<file path="src/hw/rtl/frd_pkg.sv">
// shared types and constants for the flood relay duplicate suppressor
// no dependencies; every other file of the block imports this package
package frd_pkg;

  localparam int SEEN_DEPTH_DEF  = 32;
  localparam int HEARD_DEPTH_DEF = 32;
  localparam int ID_BITS_DEF     = 32;

  localparam int ID_W  = 32;
  localparam int CNT_W = 32;
  localparam int HOP_W = 8;
  localparam int DLY_W = 10;
  localparam int EV_W  = 3;

  typedef enum logic {
    OP_TICK = 1'b0,
    OP_RECV = 1'b1
  } op_t;

  typedef enum logic [EV_W-1:0] {
    EV_NONE       = 3'd0,
    EV_SENT       = 3'd1,
    EV_SKIPPED    = 3'd2,
    EV_SCHED      = 3'd3,
    EV_DUP_DROP   = 3'd4,
    EV_DUP_CANCEL = 3'd5,
    EV_EXPIRED    = 3'd6,
    EV_IGNORED    = 3'd7
  } event_t;

  typedef enum logic [2:0] {
    ST_IDLE,
    ST_DECIDE,
    ST_SCAN,
    ST_LAST,
    ST_RESOLVE
  } state_t;

  typedef struct packed {
    logic   load_item;
    logic   heard_wr;
    logic   seen_wr;
    logic   scan_clr;
    logic   scan_rd;
    logic   commit;
    event_t ev;
    logic   pend_set;
    logic   pend_clr;
    logic   pend_dec;
  } cmd_t;

  typedef struct packed {
    op_t  op;
    logic pend_valid;
    logic due;
    logic bad;
    logic hop_gt1;
    logic match;
    logic pend_eq;
    logic scan_last;
    logic out_free;
  } sts_t;

endpackage

</file>
<file path="src/hw/rtl/frd_ctrl.sv">
// controller state machine: sequences decide, ring scan and commit
// depends on frd_pkg for state, command and status types
module frd_ctrl
  import frd_pkg::*;
(
  input  logic clk,
  input  logic rst_n,
  input  logic in_valid,
  output logic in_ready,
  input  sts_t sts,
  output cmd_t cmd
);

  state_t state_r, state_nxt;

  always_ff @(posedge clk) begin
    if (!rst_n) state_r <= ST_IDLE;
    else        state_r <= state_nxt;
  end

  always_comb begin
    state_nxt = state_r;
    cmd       = '0;
    cmd.ev    = EV_NONE;
    in_ready  = 1'b0;
    unique case (state_r)
      ST_IDLE: begin
        in_ready = 1'b1;
        if (in_valid) begin
          cmd.load_item = 1'b1;
          state_nxt     = ST_DECIDE;
        end
      end
      ST_DECIDE: begin
        if (sts.op == OP_TICK) begin
          if (sts.pend_valid && sts.due) begin
            cmd.scan_clr = 1'b1;
            state_nxt    = ST_SCAN;
          end else if (sts.out_free) begin
            // countdown step or nothing pending
            cmd.commit   = 1'b1;
            cmd.ev       = EV_NONE;
            cmd.pend_dec = sts.pend_valid;
            state_nxt    = ST_IDLE;
          end
        end else if (sts.bad) begin
          if (sts.out_free) begin
            cmd.heard_wr = 1'b1;
            cmd.commit   = 1'b1;
            cmd.ev       = EV_IGNORED;
            state_nxt    = ST_IDLE;
          end
        end else begin
          cmd.heard_wr = 1'b1;
          cmd.scan_clr = 1'b1;
          state_nxt    = ST_SCAN;
        end
      end
      ST_SCAN: begin
        cmd.scan_rd = 1'b1;
        if (sts.scan_last) state_nxt = ST_LAST;
      end
      ST_LAST: begin
        // last read entry is compared in this cycle
        state_nxt = ST_RESOLVE;
      end
      ST_RESOLVE: begin
        if (sts.out_free) begin
          cmd.commit = 1'b1;
          state_nxt  = ST_IDLE;
          if (sts.op == OP_TICK) begin
            cmd.ev       = sts.match ? EV_SKIPPED : EV_SENT;
            cmd.pend_clr = 1'b1;
          end else if (sts.match) begin
            if (sts.pend_valid && sts.pend_eq) begin
              cmd.ev       = EV_DUP_CANCEL;
              cmd.pend_clr = 1'b1;
            end else begin
              cmd.ev = EV_DUP_DROP;
            end
          end else begin
            cmd.seen_wr = 1'b1;
            if (sts.hop_gt1) begin
              cmd.ev       = EV_SCHED;
              cmd.pend_set = 1'b1;
            end else begin
              cmd.ev = EV_EXPIRED;
            end
          end
        end
      end
      default: state_nxt = ST_IDLE;
    endcase
  end

endmodule

</file>
<file path="config.mk">
export PLATFORM = sky130hd
export DESIGN_NAME = frd_ctrl
export DESIGN_NICKNAME = d
export VERILOG_FILES = /design/src/hw/rtl/frd_pkg.sv /design/src/hw/rtl/frd_ctrl.sv
export SDC_FILE = /design/constraint.sdc
export NUM_CORES = 1
export LEC_CHECK = 0
export BUFFER_PORTS_ARGS = -buffer_cell sky130_fd_sc_hd__clkbuf_2
export CORE_AREA = 2 2 39 41
export DETAILED_ROUTE_END_ITERATION = 10
export DIE_AREA = 0 0 41 43
export PLACE_DENSITY_LB_ADDON = 0.08
export SLEW_MARGIN = 20
export SYNTH_ARGS = -nofsm -noshare
export SYNTH_HDL_FRONTEND = slang
export SYNTH_SLANG_ARGS = --single-unit
</file>
<file path="constraint.sdc">
create_clock -name clk -period 1.25 [get_ports clk]
set_input_delay 0.0625 -clock clk [delete_from_list [all_inputs] [get_ports clk]]
set_output_delay 0.0625 -clock clk [all_outputs]
set_load 0.05 [all_outputs]
</file>
==> summary.log <==
qor: routing.drc 0
qor: cts.cts_buffers 3
qor: routing.drt-pass1-iter-count 4
qor: pwr.switching_power 0.000225 W
qor: pwr.powerDensity 660 mW/mm2
qor: pwr.power.leakage 0.384 nW
qor: logic_synthesis.number_of_synthesized_register_bits 3
qor: critical_path.crit_path_category reg2out
qor: placed_design.place.port_buffers 24
qor: logic_synthesis.synth_fa_ha_area_share 3.65%
qor: routing.vias_per_cell 4.79
qor: grt.grt.overflow.total 0
qor: pwr.cellInternalPower 0.000361 W
qor: logic_synthesis.netlist_instances 48
qor: floorplan.rows 14
qor: critical_path.setup.worst_path.end_class output port
qor: cts.clkLatencyLatePin 230 ps
qor: cts.clock_sink_count 3
qor: routing.via_count 503
qor: cts.cts-htree-levels 1
qor: timing.min_period 1410 ps
qor: finish.reg.largest.list state_r: 3 flops
qor: critical_path.critical_path.startpoint_type flop
qor: hold_path.hold_path_startpoint rst_n
qor: routing.ant_nets 0
qor: outcome.violations_in_the_final_reports negative setup slack
qor: finish.biggest_register state_r
qor: finish.antenna-diode-count 0
qor: critical_path.crit-reg2reg-launch state_r[2]
qor: critical_path.worst_ep_required_time 1190 ps
qor: pwr.power.share.clock 29.1%
qor: timing.timing.hold.ws 103 ps
qor: floorplan.die-width 41 um
qor: critical_path.critical_path.cell_chain nand2b_1 > a2111oi_4 > clkbuf_8
qor: pwr.ir_worst_vdd 0.000525 V
qor: floorplan.initial_core_util 24.8%
qor: outcome.run_status complete, but fails checks
qor: grt.grt_max_degree 8
qor: logic_synthesis.synth.yosys.seq_area_share 17.5%
qor: cts.clock_tree.root_cell sky130_fd_sc_hd__clkbuf_4
qor: placed_design.post_dp_area 694 um2
qor: pwr.netSwitchingFraction 38.4%
qor: critical_path.cp_num_buf_inv 1
qor: critical_path.crit_arrival 1350 ps
qor: finish.highest_count_cells_in_the_layout_ignoring_fill_and_taps sky130_fd_sc_hd__buf_4 (13), sky130_fd_sc_hd__clkbuf_2 (11), sky130_fd_sc_hd__buf_8 (7), sky130_fd_sc_hd__inv_1 (5)
qor: critical_path.largest_driver_fanout_on_the_critical_path 5
qor: finish.synthesis_to_finish_area_growth 159%
qor: routing.wl_per_cell 11.6 um
qor: logic_synthesis.synth-xor-area-share 0%
qor: timing.final_tns_setup -1310 ps
qor: critical_path.cp_slowest_stage_delay 350 ps
qor: grt.grt_first_pass_wirelength 1.87 mm
qor: timing.finalSetupViolations 12
qor: placed_design.routabilityCongestion 0.665
qor: logic_synthesis.post_synth_mux_area_share 9.12%
qor: timing.grt_setup_unrepaired true
qor: logic_synthesis.synth.lib_cells_used.distinct 27
qor: finish.final_common_cell sky130_fd_sc_hd__buf_4
qor: timing.slew-limit-headroom 78.1%
qor: finish.largest_register_ff_count 3
qor: logic_synthesis.syn-num-nets 61
qor: timing.clock_skew 2.85 ps
qor: finish.final_util 64.1%
qor: timing.hold_viol 0
qor: flow_run.maximum_capacitance_violations 0
qor: logic_synthesis.yosys.area_share.simple 40.9%
qor: logic_synthesis.synth_compound_area_share 21.9%
qor: finish.layout-drive-gt1-share 73.0%
qor: floorplan.dieArea 0.00176 mm2
qor: pwr.post-layout-total-power 0.000585 W
qor: finish.layout.nets 103
qor: floorplan.ioPinCount 25
qor: floorplan.die_height 43 um
qor: hold_path.worstHoldPathType in2reg
qor: routing.drt_iter0_drc 5
qor: timing.max_clock_freq 0.710 GHz
qor: cts.clock_tree_from_tritoncts built
qor: timing.postLayoutSetupSlackWorst -159 ps
qor: grt.grt_antenna_before_repair 0
qor: logic_synthesis.largest_family_of_logic_cells_by_synthesized_area simple AND/OR/NAND/NOR gates
qor: cts.ctsLongestPathBuffers 2
qor: timing.worst_margin_pin_slew 325 ps
qor: placed_design.dp_hpwl 938 um
qor: logic_synthesis.syn_area 343 um2
qor: pwr.share_comb_of_total_power 52.1%
qor: cts.clk_transition_reported_paths 40 ps
qor: floorplan.floorplan.core_area 0.00138 mm2
qor: timing.fin_crit_sh 113%
qor: finish.postLayoutCellArea 887 um2
qor: critical_path.path_delay_family flip-flops
qor: critical_path.cp_max_delay_cell sky130_fd_sc_hd__dfxtp_4
qor: grt.total_global_route_track_usage 15.7%
qor: grt.first_global_vias 440
qor: timing.slew_violations 0
qor: pwr.share_seq_of_total_power 18.8%
qor: finish.final.fill_count 115
qor: critical_path.cp-startpoint state_r[2]
qor: logic_synthesis.synth.avg_cell_area 7.14 um2
qor: routing.postRouteWirelength 1.21 mm
qor: logic_synthesis.count_of_yosys_warnings_during_synthesis 0
[power by group through the flow]
stage | Sequential (W) | Clock (W) | Combinational [W]
after floorplan | 0.000112 | 0 | 0.000166
after global placement | 0.000114 | 0 | 0.000252
after detailed placement | 0.000113 | 0 | 0.000252
after CTS | 0.000112 | 0.000176 | 0.000288
after global routing | 0.000111 | 0.000186 | 0.000325
final | 0.000110 | 0.000170 | 0.000305
[kinds of logic after synthesis]
kind of cell    count (synthesis)
buf+inv                         6
mux                             3
fa+ha+maj                       1
flops                           3
compound gates                 11
simple gates                   24
[area by class of cell]
type	count	area (um2)	area share, %
multi-input cells	39	389	43.9
inverters	5	18.8	2.12
flip-flops and latches	3	66.3	7.48
well taps	16	20.0	2.26
clock buffers	4	26.3	2.96
repair buffers	38	367	41.3
[timing repair]
item                                    in CTS  in global routing
buffers inserted                             0                  2
pin swaps                                    1                  3
endpoints found under the setup margin      13                 13
hold buffers                                 0                  0
gates resized for setup                     26                 14
[final timing paths]
kind                endpoint  slack [ps]  cells past startpoint
hold reg to reg   state_r[2]         600                      2
hold / removal    state_r[2]         100                      2
setup / recovery     cmd[10]        -160                      3
setup reg to reg  state_r[0]         -40                      4
[synth_stat cells]
master,instances,area share [%]
sky130_fd_sc_hd__nand2b_1,2,3.6
sky130_fd_sc_hd__nand2_1,2,2.2
sky130_fd_sc_hd__mux2_2,1,3.3
sky130_fd_sc_hd__inv_1,5,5.5
sky130_fd_sc_hd__o21ai_0,4,5.8
sky130_fd_sc_hd__a31oi_1,1,1.8
sky130_fd_sc_hd__o22ai_1,1,1.8
sky130_fd_sc_hd__a21oi_1,1,1.5
sky130_fd_sc_hd__buf_2,1,1.5
sky130_fd_sc_hd__nand2b_4,1,4.0
sky130_fd_sc_hd__dfxtp_1,3,18
sky130_fd_sc_hd__and2b_1,1,2.2
sky130_fd_sc_hd__a2111oi_0,1,2.6
sky130_fd_sc_hd__nand4_1,1,1.8
sky130_fd_sc_hd__nor4_1,1,1.8
sky130_fd_sc_hd__or3b_4,1,3.3
sky130_fd_sc_hd__o31ai_1,1,2.2
sky130_fd_sc_hd__o31ai_2,1,3.6
sky130_fd_sc_hd__nor3_1,4,5.8
sky130_fd_sc_hd__mux2i_1,2,5.8
sky130_fd_sc_hd__nor2_1,4,4.4
sky130_fd_sc_hd__and2_1,1,1.8
sky130_fd_sc_hd__a32oi_1,1,2.6
sky130_fd_sc_hd__nor2b_1,2,3.6
sky130_fd_sc_hd__or3_1,1,1.8
sky130_fd_sc_hd__nand3_1,3,4.4
sky130_fd_sc_hd__ha_1,1,3.6
[stage by stage]
step                worst slack [ps]  std cells
floorplan                       -137         48
finish                          -159        105
global route                    -224        105
global placement                3.63         99
detailed placement             -9.55         99
CTS                             -171        103
[per-layer routing]
metal	GRT usage, %	wire length (um)
met5	0	0
met4	4.00	0
met3	4.71	46
met2	25.0	630
met1	19.7	537
(Power assumes the default switching activity.)
